<file path="src/hdl/crp_pkg.sv">
// Shared widths, types and register codes of the chassis velocity ramp planner.
package crp_pkg;

    localparam int RPM_W  = 16;
    localparam int VEL_W  = 24;
    localparam int GAIN_W = 24;
    localparam int STEP_W = 23;
    localparam int CFG_W  = 24;

    // The wheel difference needs two guard bits; its magnitude stays below 2^17.
    localparam int DIFF_W = RPM_W + 2;
    localparam int MAG_W  = RPM_W + 1;

    localparam logic [STEP_W-1:0] STEP_RESET = STEP_W'(655);

    typedef logic signed [VEL_W-1:0] vel_t;

    typedef enum logic {
        CFG_SPEED_GAIN = 1'b0,
        CFG_RAMP_STEP  = 1'b1
    } cfg_index_t;

    // One measured item as it leaves the measurement pipeline.
    typedef struct packed {
        vel_t meas_vx;
        vel_t target_vx;
        vel_t target_vy;
    } meas_item_t;

endpackage

</file>
<file path="src/hdl/crp_measure.sv">
// Two-stage measurement pipeline: wheel difference magnitude, then gain product.
module crp_measure import crp_pkg::*; (
    input  logic                     aclk,
    input  logic                     aresetn,
    input  logic [GAIN_W-1:0]        speed_gain,
    input  logic                     in_valid,
    output logic                     in_ready,
    input  logic signed [RPM_W-1:0]  wheel_a_rpm,
    input  logic signed [RPM_W-1:0]  wheel_b_rpm,
    input  logic signed [RPM_W-1:0]  wheel_c_rpm,
    input  logic signed [RPM_W-1:0]  wheel_d_rpm,
    input  vel_t                     target_vx,
    input  vel_t                     target_vy,
    output logic                     out_valid,
    input  logic                     out_ready,
    output meas_item_t               out_item
);

    localparam int PROD_W = GAIN_W + MAG_W;
    localparam int RND_W  = PROD_W + 1;
    localparam int SHR_W  = RND_W - 8;

    logic                     a_valid_reg, a_valid_next;
    logic [MAG_W-1:0]         a_mag_reg;
    vel_t                     a_tx_reg;
    vel_t                     a_ty_reg;
    logic                     b_valid_reg, b_valid_next;
    meas_item_t               b_item_reg;

    logic signed [DIFF_W-1:0] diff13;
    logic [MAG_W-1:0]         mag;
    logic [PROD_W-1:0]        prod;
    logic [RND_W-1:0]         rnd;
    logic [SHR_W-1:0]         shr;
    vel_t                     meas_sat;
    logic                     in_xfer;
    logic                     b_load;

    // The second differential term is the negation of the first, so the X speed
    // is gain times twice |d13|: (2*g*mag + 256) >> 9 equals (g*mag + 128) >> 8.
    assign diff13 = DIFF_W'(wheel_a_rpm) + DIFF_W'(wheel_c_rpm)
                  - DIFF_W'(wheel_b_rpm) - DIFF_W'(wheel_d_rpm);
    assign mag    = diff13[DIFF_W-1] ? MAG_W'(-diff13) : MAG_W'(diff13);

    assign prod = PROD_W'(speed_gain) * PROD_W'(a_mag_reg);
    assign rnd  = RND_W'(prod) + RND_W'(128);
    assign shr  = rnd[RND_W-1:8];

    always_comb begin
        if (|shr[SHR_W-1:VEL_W-1]) begin
            meas_sat = {1'b0, {(VEL_W-1){1'b1}}};
        end else begin
            meas_sat = {1'b0, shr[VEL_W-2:0]};
        end
    end

    assign b_load   = a_valid_reg && (!b_valid_reg || out_ready);
    assign in_ready = !a_valid_reg || b_load;
    assign in_xfer  = in_valid && in_ready;

    always_comb begin
        a_valid_next = a_valid_reg;
        if (in_xfer) begin
            a_valid_next = 1'b1;
        end else if (b_load) begin
            a_valid_next = 1'b0;
        end
        b_valid_next = b_valid_reg;
        if (b_load) begin
            b_valid_next = 1'b1;
        end else if (out_ready) begin
            b_valid_next = 1'b0;
        end
    end

    always_ff @(posedge aclk) begin
        if (!aresetn) begin
            a_valid_reg <= 1'b0;
            b_valid_reg <= 1'b0;
        end else begin
            a_valid_reg <= a_valid_next;
            b_valid_reg <= b_valid_next;
        end
    end

    always_ff @(posedge aclk) begin
        if (in_xfer) begin
            a_mag_reg <= mag;
            a_tx_reg  <= target_vx;
            a_ty_reg  <= target_vy;
        end
        if (b_load) begin
            b_item_reg.meas_vx   <= meas_sat;
            b_item_reg.target_vx <= a_tx_reg;
            b_item_reg.target_vy <= a_ty_reg;
        end
    end

    assign out_valid = b_valid_reg;
    assign out_item  = b_item_reg;

    a_hold_result: assert property (@(posedge aclk) disable iff (!aresetn)
        b_valid_reg && !out_ready |=> b_valid_reg)
        else $error("measured item dropped while stalled");

    a_mag_range: assert property (@(posedge aclk) disable iff (!aresetn)
        a_valid_reg |-> a_mag_reg <= MAG_W'(131070))
        else $error("wheel difference magnitude out of range");

    a_meas_sign: assert property (@(posedge aclk) disable iff (!aresetn)
        b_valid_reg |-> !b_item_reg.meas_vx[VEL_W-1])
        else $error("measured X speed negative");

endmodule

</file>
<file path="src/hdl/crp_ramp_axis.sv">
// Planned velocity of one axis, stepped on each load and never past its target.
module crp_ramp_axis import crp_pkg::*; (
    input  logic              aclk,
    input  logic              aresetn,
    input  logic              load,
    input  logic [STEP_W-1:0] ramp_step,
    input  vel_t              target,
    input  vel_t              meas,
    output vel_t              plan
);

    localparam int SUM_W = VEL_W + 1;

    vel_t                    plan_reg, plan_next;
    logic signed [SUM_W-1:0] step_ext;
    logic signed [SUM_W-1:0] up_sum;
    logic signed [SUM_W-1:0] dn_sum;
    vel_t                    up_sat;
    vel_t                    dn_sat;
    vel_t                    moved;

    assign step_ext = $signed({2'b00, ramp_step});
    assign up_sum   = SUM_W'(plan_reg) + step_ext;
    assign dn_sum   = SUM_W'(plan_reg) - step_ext;

    // Overflow shows as a disagreement between the two top bits of the sum.
    always_comb begin
        if (up_sum[SUM_W-1] != up_sum[SUM_W-2]) begin
            up_sat = up_sum[SUM_W-1] ? {1'b1, {(VEL_W-1){1'b0}}} : {1'b0, {(VEL_W-1){1'b1}}};
        end else begin
            up_sat = up_sum[VEL_W-1:0];
        end
        if (dn_sum[SUM_W-1] != dn_sum[SUM_W-2]) begin
            dn_sat = dn_sum[SUM_W-1] ? {1'b1, {(VEL_W-1){1'b0}}} : {1'b0, {(VEL_W-1){1'b1}}};
        end else begin
            dn_sat = dn_sum[VEL_W-1:0];
        end
    end

    always_comb begin
        moved     = up_sat;
        plan_next = '0;
        if (target > 0) begin
            moved     = (meas < target) ? up_sat : dn_sat;
            plan_next = (moved > target) ? target : moved;
        end else if (target < 0) begin
            moved     = (target < meas) ? dn_sat : up_sat;
            plan_next = (moved < target) ? target : moved;
        end
    end

    always_ff @(posedge aclk) begin
        if (!aresetn) begin
            plan_reg <= '0;
        end else if (load) begin
            plan_reg <= plan_next;
        end
    end

    assign plan = plan_reg;

    a_clamp_pos: assert property (@(posedge aclk) disable iff (!aresetn)
        load && target > 0 |=> plan_reg <= $past(target))
        else $error("plan passed a positive target");

    a_clamp_neg: assert property (@(posedge aclk) disable iff (!aresetn)
        load && target < 0 |=> plan_reg >= $past(target))
        else $error("plan passed a negative target");

    a_zero_target: assert property (@(posedge aclk) disable iff (!aresetn)
        load && target == 0 |=> plan_reg == 0)
        else $error("plan not zero for a zero target");

endmodule

</file>
<file path="src/hdl/chassis_velocity_ramp_planner.sv">
// Top level of the chassis velocity ramp planner: configuration, result stage and ports.
//
// Each input transfer yields exactly one result transfer, in order. The block takes a new
// item every cycle when the result side keeps up; an accepted item passes through the
// first stage, which stores the wheel difference magnitude, then the second stage, which
// stores the rounded gain product, and then the ramp step, which updates the planned
// velocities and loads the result register. The ramp step reads the planned velocity left
// by the previous item, and that feedback still allows one item per cycle when the result
// side keeps up. Measured X speed is never negative, and measured Y speed is always zero
// because the two differential wheel terms cancel. Write speed_gain and ramp_step only while no
// item is in flight; after reset the gain is 0 and the step is 655 (about 0.01 in Q8.16).
module chassis_velocity_ramp_planner import crp_pkg::*; (
    input  logic                     aclk,
    input  logic                     aresetn,
    input  logic                     cfg_wr_en,
    input  cfg_index_t               cfg_index,
    input  logic [CFG_W-1:0]         cfg_wdata,
    input  logic                     s_valid,
    output logic                     s_ready,
    input  logic signed [RPM_W-1:0]  s_wheel_a_rpm,
    input  logic signed [RPM_W-1:0]  s_wheel_b_rpm,
    input  logic signed [RPM_W-1:0]  s_wheel_c_rpm,
    input  logic signed [RPM_W-1:0]  s_wheel_d_rpm,
    input  vel_t                     s_target_vx,
    input  vel_t                     s_target_vy,
    output logic                     m_valid,
    input  logic                     m_ready,
    output vel_t                     m_planned_vx,
    output vel_t                     m_planned_vy,
    output vel_t                     m_measured_vx,
    output vel_t                     m_measured_vy
);

    logic [GAIN_W-1:0] gain_reg;
    logic [STEP_W-1:0] step_reg;
    logic              m_valid_reg, m_valid_next;
    vel_t              meas_vx_reg;

    logic              meas_valid;
    logic              meas_ready;
    meas_item_t        meas_item;
    logic              out_load;

    always_ff @(posedge aclk) begin
        if (!aresetn) begin
            gain_reg <= '0;
            step_reg <= STEP_RESET;
        end else if (cfg_wr_en) begin
            unique case (cfg_index)
                CFG_SPEED_GAIN: gain_reg <= cfg_wdata[GAIN_W-1:0];
                CFG_RAMP_STEP:  step_reg <= cfg_wdata[STEP_W-1:0];
            endcase
        end
    end

    crp_measure u_measure (
        .aclk        (aclk),
        .aresetn     (aresetn),
        .speed_gain  (gain_reg),
        .in_valid    (s_valid),
        .in_ready    (s_ready),
        .wheel_a_rpm (s_wheel_a_rpm),
        .wheel_b_rpm (s_wheel_b_rpm),
        .wheel_c_rpm (s_wheel_c_rpm),
        .wheel_d_rpm (s_wheel_d_rpm),
        .target_vx   (s_target_vx),
        .target_vy   (s_target_vy),
        .out_valid   (meas_valid),
        .out_ready   (meas_ready),
        .out_item    (meas_item)
    );

    // The result register takes a new item when it is empty or its transfer completes.
    assign meas_ready = !m_valid_reg || m_ready;
    assign out_load   = meas_valid && meas_ready;

    always_comb begin
        m_valid_next = m_valid_reg;
        if (out_load) begin
            m_valid_next = 1'b1;
        end else if (m_ready) begin
            m_valid_next = 1'b0;
        end
    end

    always_ff @(posedge aclk) begin
        if (!aresetn) begin
            m_valid_reg <= 1'b0;
        end else begin
            m_valid_reg <= m_valid_next;
        end
    end

    always_ff @(posedge aclk) begin
        if (out_load) begin
            meas_vx_reg <= meas_item.meas_vx;
        end
    end

    crp_ramp_axis u_ramp_x (
        .aclk      (aclk),
        .aresetn   (aresetn),
        .load      (out_load),
        .ramp_step (step_reg),
        .target    (meas_item.target_vx),
        .meas      (meas_item.meas_vx),
        .plan      (m_planned_vx)
    );

    crp_ramp_axis u_ramp_y (
        .aclk      (aclk),
        .aresetn   (aresetn),
        .load      (out_load),
        .ramp_step (step_reg),
        .target    (meas_item.target_vy),
        .meas      ('0),
        .plan      (m_planned_vy)
    );

    assign m_valid       = m_valid_reg;
    assign m_measured_vx = meas_vx_reg;
    assign m_measured_vy = '0;

endmodule

</file>
<file path="config.mk">
export PLATFORM = sky130hd
export DESIGN_NAME = chassis_velocity_ramp_planner
export DESIGN_NICKNAME = d
export VERILOG_FILES = /design/src/hdl/crp_pkg.sv /design/src/hdl/crp_measure.sv /design/src/hdl/crp_ramp_axis.sv /design/src/hdl/chassis_velocity_ramp_planner.sv
export SDC_FILE = /design/constraint.sdc
export NUM_CORES = 2
export LEC_CHECK = 0
export ABC_AREA = 1
export ABC_CLOCK_PERIOD_IN_PS = 13050
export BUFFER_PORTS_ARGS = -buffer_cell sky130_fd_sc_hd__buf_2
export CAP_MARGIN = 5
export CORE_MARGIN = 2
export CORE_UTILIZATION = 60
export DETAILED_ROUTE_END_ITERATION = 16
export GPL_TIMING_DRIVEN = 0
export PLACE_DENSITY = 0.88
export SLEW_MARGIN = 20
export SYNTH_ARGS = -nofsm -noshare
export SYNTH_HDL_FRONTEND = slang
export SYNTH_SLANG_ARGS = --single-unit
</file>
<file path="constraint.sdc">
create_clock -name aclk -period 13.05 [get_ports aclk]
set_input_delay 2.61 -clock aclk [delete_from_list [all_inputs] [get_ports aclk]]
set_output_delay 2.61 -clock aclk [all_outputs]
set_load 0.02 [all_outputs]
</file>
# After elaboration in Yosys (flattened, before gate mapping)
# Index checks and enable logic that the tools add are counted.
# Widths: inputs -> output; s select.
# totals
ff_bits	259
memories	0
out_inout_bits	98
romBits	0
latchBits	0
mem_bits_rw	0
# classes
mux	27
n_eq_ne	4
reduce_logical	15
n_mul	1
n_lt_le_gt_ge	12
bitwise_logic	1
div_mod_pow	0
shift	0
addsub	9
# ops
operator	n
$mux 24	20
$lt 24x24->1	4
$lt 24x1->1 const B	3
$add 24x24->25	2
$sub 24x24->25	2
$gt 24x1->1 const B	2
$gt 24x24->1	2
$add 41x8->42 const B	1
$mul 24x17->41	1
$lt 1x24->1 const A	1
$sub 17x16->18	1
$sub 18x16->18	1
$add 16x16->17	1
$mux 17	1
$neg 17->17	1
$reduce_or 11->1	1
$mux 1	6
$reduce_bool 2->1	3
$ne 1x1->1	4
$reduce_and 2->1	2
$logic_and 1x1->1	3
$logic_not 1->1	3
$logic_or 1x1->1	3
$not 1->1	1

# Depth between registers and ports, before layout
# logic_depth
ltp_word	8
ltp_mapped	39

# Cells and area by module
# A second synthesis with hierarchy kept.
# unflattened
cells_unflattened	5297
area_unflattened_um2	39097.5
# modules_own_cells
mod	area_per_inst_um2	n_inst	cells_each
crp_measure	20935.1	1	2489
crp_ramp_axis	7659.8	2	1248
chassis_velocity_ramp_planner	2842.7	1	312

# Worst setup path before layout
# OpenSTA, ideal clock, no wires.
# synth_path
path_kind	reg2reg
from	register gain_reg[8]
to	register u_measure.b_item_reg, in the netlist u_measure.out_item[48], data pin
path_buffers	3
period_less_slack_ns	6.365
path_slack_ns	6.685
stages_incl_launch_ff	30
t_arrival_ns	6.098
required_time_ns	12.783
path_cell_list	dfxtp_1 > clkbuf_1 > clkbuf_1 > nand2_1 > fa_1 > fa_1 > fa_1 > fa_1 > inv_1 > fa_1 > inv_1 > fa_1 > inv_1 > ha_1 > a21oi_1 > inv_1 > nor2_1 > nand2_1 > a31oi_2 > inv_2 > a21oi_2 > o21bai_1 > nand2_1 > nand2_1 > a21oi_1 > xor2_1 > nand2_1 > nor3_4 > buf_4 > nand4_1
# synth_between
elab_chain_cells	3
# synth_rtl
element	line_no	source
start, declared	chassis_velocity_ramp_planner.sv:34	logic [GAIN_W-1:0] gain_reg;
start signal, assigned	chassis_velocity_ramp_planner.sv:50	CFG_SPEED_GAIN: gain_reg <= cfg_wdata[GAIN_W-1:0];
$mul 24x17->41 *	crp_measure.sv:45	assign prod = PROD_W'(speed_gain) * PROD_W'(a_mag_reg);
$add 41x8->42 *	crp_measure.sv:46	assign rnd = RND_W'(prod) + RND_W'(128);
$reduce_or 11->1	crp_measure.sv:50	if (|shr[SHR_W-1:VEL_W-1]) begin
end, declared	crp_measure.sv:28	meas_item_t b_item_reg;
# Mark *: on every way between the ends. The rest lies on a longest branch, timed or not.
# A chain may end at the register's enable or synchronous reset.

# Worst setup path after layout
# layout_path
from	register gain_reg[16]
to	register u_measure.b_item_reg, in the netlist u_measure.out_item[48], data pin
# layout_between
elab_chain_cells	3
# layout_rtl
element	line_no
$mul 24x17->41	crp_measure.sv:45
$add 41x8->42	crp_measure.sv:46
$reduce_or 11->1	crp_measure.sv:50
# Every way passes these cells.

==> impl_summary.log <==
[metrics] result of the run: complete, no violations
[metrics] Period minus WS final: 8.22 ns
[metrics] area of the core region: roughly 0.059 mm2
[metrics] category of the worst setup path capture point: flop
[metrics] slew at the pin with the worst max-slew slack: 1.06 ns
[metrics] post-synthesis instance area: between 0.03 and 0.04 mm2
[metrics] remaining global-route overflow: 0
[metrics] worst hold stages: 0
[metrics] CP max stage delay: 0.78 ns
[metrics] async set-reset flop share out of synthesis: 0%
[metrics] die outline area: 0.0622 mm2
[metrics] cells along the critical path: clkbuf_1 > clkbuf_1 > nand2_1 > fa_1 > inv_1 > fa_1 > inv_1 > fa_1 > inv_1 > fa_1 > fa_1 > fa_1 > ha_1 > a21oi_1 > inv_1 > a21oi_1 > o21ai_0 > a21oi_1 > o21ai_1 > xor2_1 > nor3_2 > buf_2 > nand4_1
[metrics] Clock Skew: 0.0186 ns
[metrics] Hold Startpoint: u_measure.a_ty_reg[1]
[metrics] Clock Tree Root: sky130_fd_sc_hd__clkbuf_16
[metrics] number of ports placed on the die boundary: 240
[metrics] count of input and output buffers: 213
[metrics] area share of the largest cell type after synthesis: 20.3%
[metrics] Post-synth top flop: sky130_fd_sc_hd__edfxtp_1
[metrics] most used standard cell by instance count after synthesis: sky130_fd_sc_hd__nand2_1
[metrics] via count of the first global-routing pass: 33622
[metrics] First DRT Iteration DRCs: 3574
[metrics] number of inserted filler cells in the final layout: 5153
[metrics] DP HPWL: 100000 um
[metrics] PD cells: 247 mW/mm2
[metrics] CTS tree: built
[metrics] via count: 34104
[metrics] initial antenna violation count: 2
[metrics] number of detailed-routing iterations run before antenna repair: 6
[metrics] diode count: 0
[metrics] clock latency of the later-clocked register in the worst-skew pair: about 0.6 ns
[metrics] initial standard-cell utilization of the core: 61.0%
[metrics] crit path max-delay cell type: sky130_fd_sc_hd__clkbuf_1
[metrics] Post-Route WL: 121000 um
[metrics] flop-to-flop setup slack: 4.83 ns
[metrics] required time of the critical path: 13.27 ns
[metrics] Final Setup Violations: 0
[metrics] hold path endpoint: u_measure.out_item[1]
[metrics] library cells used by synthesis: just under 70
[metrics] top post-synthesis cells by area: sky130_fd_sc_hd__fa_1 20%, sky130_fd_sc_hd__edfxtp_1 13%, sky130_fd_sc_hd__ha_1 13%, sky130_fd_sc_hd__nand2_1 11%, sky130_fd_sc_hd__inv_1 10%
[metrics] worst min-delay path category: reg2reg
[metrics] global-route wire length before repair: roughly 190000 um
[metrics] cells after synthesis: approximately 4800
[metrics] maximum net fanout on the critical path: 10
[metrics] final slew viol count: 0
[metrics] ranking of synthesized cells by instance count: 1044 x sky130_fd_sc_hd__nand2_1, 963 x sky130_fd_sc_hd__inv_1, 370 x sky130_fd_sc_hd__ha_1
[metrics] per-cell routed wire length: 20.6 um
[metrics] Area growth, synth to finish: 8.65%
[metrics] DR DRC count: 0
[metrics] final hold violations: 0
[metrics] # resized after CTS: 0
[metrics] overall routing resource usage: 38.4%
[metrics] worst reg2reg startpoint: gain_reg[16]
[metrics] count of yosys warnings during synthesis: 0
[metrics] fraction of layout cells with a size suffix above 1: 10.5%
[metrics] Bufs on Longest Clock Path: 3
[metrics] Relative slew margins: 29.4%
[metrics] maximum ir drop on the vdd rail: 0.000350 V
[metrics] Cells after DPL: around 5800
[metrics] Worst-path clk slew: 0.07 ns
[metrics] die width: 249 um
[metrics] number of buffers inserted by hold repair at cts: 0
[metrics] number of buffers added by the clock tree synthesis step: 28
[metrics] most frequent CP cell: sky130_fd_sc_hd__fa_1
[metrics] Post-Route Setup TNS: 0 ns
[metrics] setup fix buffers added after clock tree synthesis: 0
[metrics] clock sink count: ~260
[metrics] portion of the clock cycle consumed by the worst path in the final layout: 63.0%
[metrics] net count of the finished layout: a little under 6000
[metrics] final antenna-violating net count: 0
[metrics] Synth Area per Inst: 7.55 um2
[metrics] sequential-to-total area share from yosys stat: 18.6%
[metrics] number of non-filler instances in the completed layout: 5853
[metrics] worst r2r path cells: 23
[metrics] number of H-tree levels: 1
[metrics] worst hold slack: about 0.41 ns
[metrics] RePlAce Congestion: 1.06
[metrics] mean number of vias per cell: 5.83
[metrics] count of flip-flops with a built-in enable after synthesis: 159
[metrics] post-synthesis sequential element count: 257
[metrics] startpoint type of the worst setup path: flop
[metrics] timing-limited maximum frequency: 122 MHz
[metrics] number of cell rows: 89
[metrics] r2r endpoint: u_measure.out_item[48]
[metrics] Yosys top cell by area: sky130_fd_sc_hd__fa_1
[metrics] RSZ-0062 raised after global routing: no
[metrics] flip-flop count of the largest register, all copies and words added: 71
[metrics] die height: about 250 um
[metrics] static leakage: 0.0212 uW
[metrics] Max-cap violations: 0
[metrics] CP Data Arrival Time: 8.44 ns
[metrics] type of the setup path with the least slack: reg2reg
[metrics] Util after Layout: between 60% and 70%
[metrics] maximum number of pins on one net before global-route repair: 48
==> area by class of cell <==
cell class,count,area [um2],area share [%]
timing repair buffer,216,1140,2.91
clock buffer,39,792,2.02
multi-input combinational,3319,24600,62.6
clock inverter,13,130,0.331
buffer,242,1180,3.02
inverter,994,3740,9.52
tap,773,967,2.46
sequential,257,6740,17.2
==> routing by layer <==
metal	vias to the layer above	share of wire [%]	global-route usage (%)
met5	-	0.010	0
met4	2	5.4	17.4
met3	376	13	10.3
met2	2005	44	59.8
met1	16144	38	50.3
li1	15577	-	-
==> cell families after synthesis <==
kind of cell             share of synthesized area, %
AND/OR/NAND/NOR                                  20.5
XOR/XNOR                                         1.77
AO/OA/AOI/OAI                                    12.3
adder cells (fa/ha/maj)                          33.1
other                                          0.0104
buffers and inverters                            13.6
multiplexers                                   0.0277
flip-flops                                       18.6
==> worst max-delay path: cells and delay by family, from the launching register on <==
| family | cells | cell delay, ns |
|---|---|---|
| buf+inv | 7 | 1.91 |
| fa+ha+maj | 7 | 3.53 |
| simple gates | 3 | 0.88 |
| xor+xnor | 1 | 0.17 |
| compound gates | 5 | 1.02 |
| flops | 1 | 0.31 |
==> cells in the final DEF, fill, tap and decap left out, types with 12 or more instances in the layout <==
cell type                   instances
sky130_fd_sc_hd__nand2_1         1044
sky130_fd_sc_hd__inv_1            961
sky130_fd_sc_hd__ha_1             370
sky130_fd_sc_hd__fa_1             367
sky130_fd_sc_hd__a21oi_1          317
sky130_fd_sc_hd__o21ai_0          294
sky130_fd_sc_hd__buf_2            252
sky130_fd_sc_hd__nor2_1           221
sky130_fd_sc_hd__nand3_1          201
sky130_fd_sc_hd__edfxtp_1         159
sky130_fd_sc_hd__clkbuf_1         147
sky130_fd_sc_hd__dfxtp_1           98
sky130_fd_sc_hd__xor2_1            56
sky130_fd_sc_hd__nand3_2           53
sky130_fd_sc_hd__nand4_1           52
sky130_fd_sc_hd__buf_4             44
sky130_fd_sc_hd__o21ai_1           29
sky130_fd_sc_hd__clkbuf_16         28
sky130_fd_sc_hd__inv_2             27
sky130_fd_sc_hd__a21oi_2           27
sky130_fd_sc_hd__nor3_1            26
sky130_fd_sc_hd__a31oi_1           26
sky130_fd_sc_hd__conb_1            25
sky130_fd_sc_hd__or2_2             23
sky130_fd_sc_hd__o21bai_1          19
sky130_fd_sc_hd__nor4_1            18
sky130_fd_sc_hd__xnor2_1           17
sky130_fd_sc_hd__a21o_1            13
sky130_fd_sc_hd__o211ai_1          13
sky130_fd_sc_hd__o21a_1            12
==> power breakdown <==
part / leakage [uW] / switching, uW / internal [uW] / total (uW)
clock network: 0.000445 / 366 / 450 / 816
logic: 0.0185 / 5120 / 2620 / 7740
registers: 0.00220 / 153 / 988 / 1140
total: 0.0212 / 5640 / 4060 / 9700
==> how the worst max path moves through the flow <==
stage / from / cells after the start / endpoint / slack, ns
after floorplan: gain_reg[8] / 29 / u_measure.out_item[48] / 6.68
after global placement: gain_reg[13] / 24 / u_measure.out_item[53] / 5.14
after detailed placement: gain_reg[13] / 24 / u_measure.out_item[48] / 5.06
after CTS: gain_reg[13] / 24 / u_measure.out_item[53] / 5.04
after global routing: gain_reg[7] / 27 / u_measure.out_item[48] / 4.59
final: gain_reg[16] / 23 / u_measure.out_item[48] / 4.83
==> metrics by stage <==
step / power, uW / cell area [um2] / setup WS (ns)
after floorplan: 6170 / 36200 / 6.68
after global placement: 8390 / 38300 / 5.14
after detailed placement: 8520 / 38300 / 5.06
after CTS: 9410 / 39300 / 5.04
after global routing: 10400 / 39300 / 4.59
final: 9700 / 39300 / 4.83
Note: power is estimated with default switching activity, not from simulation.
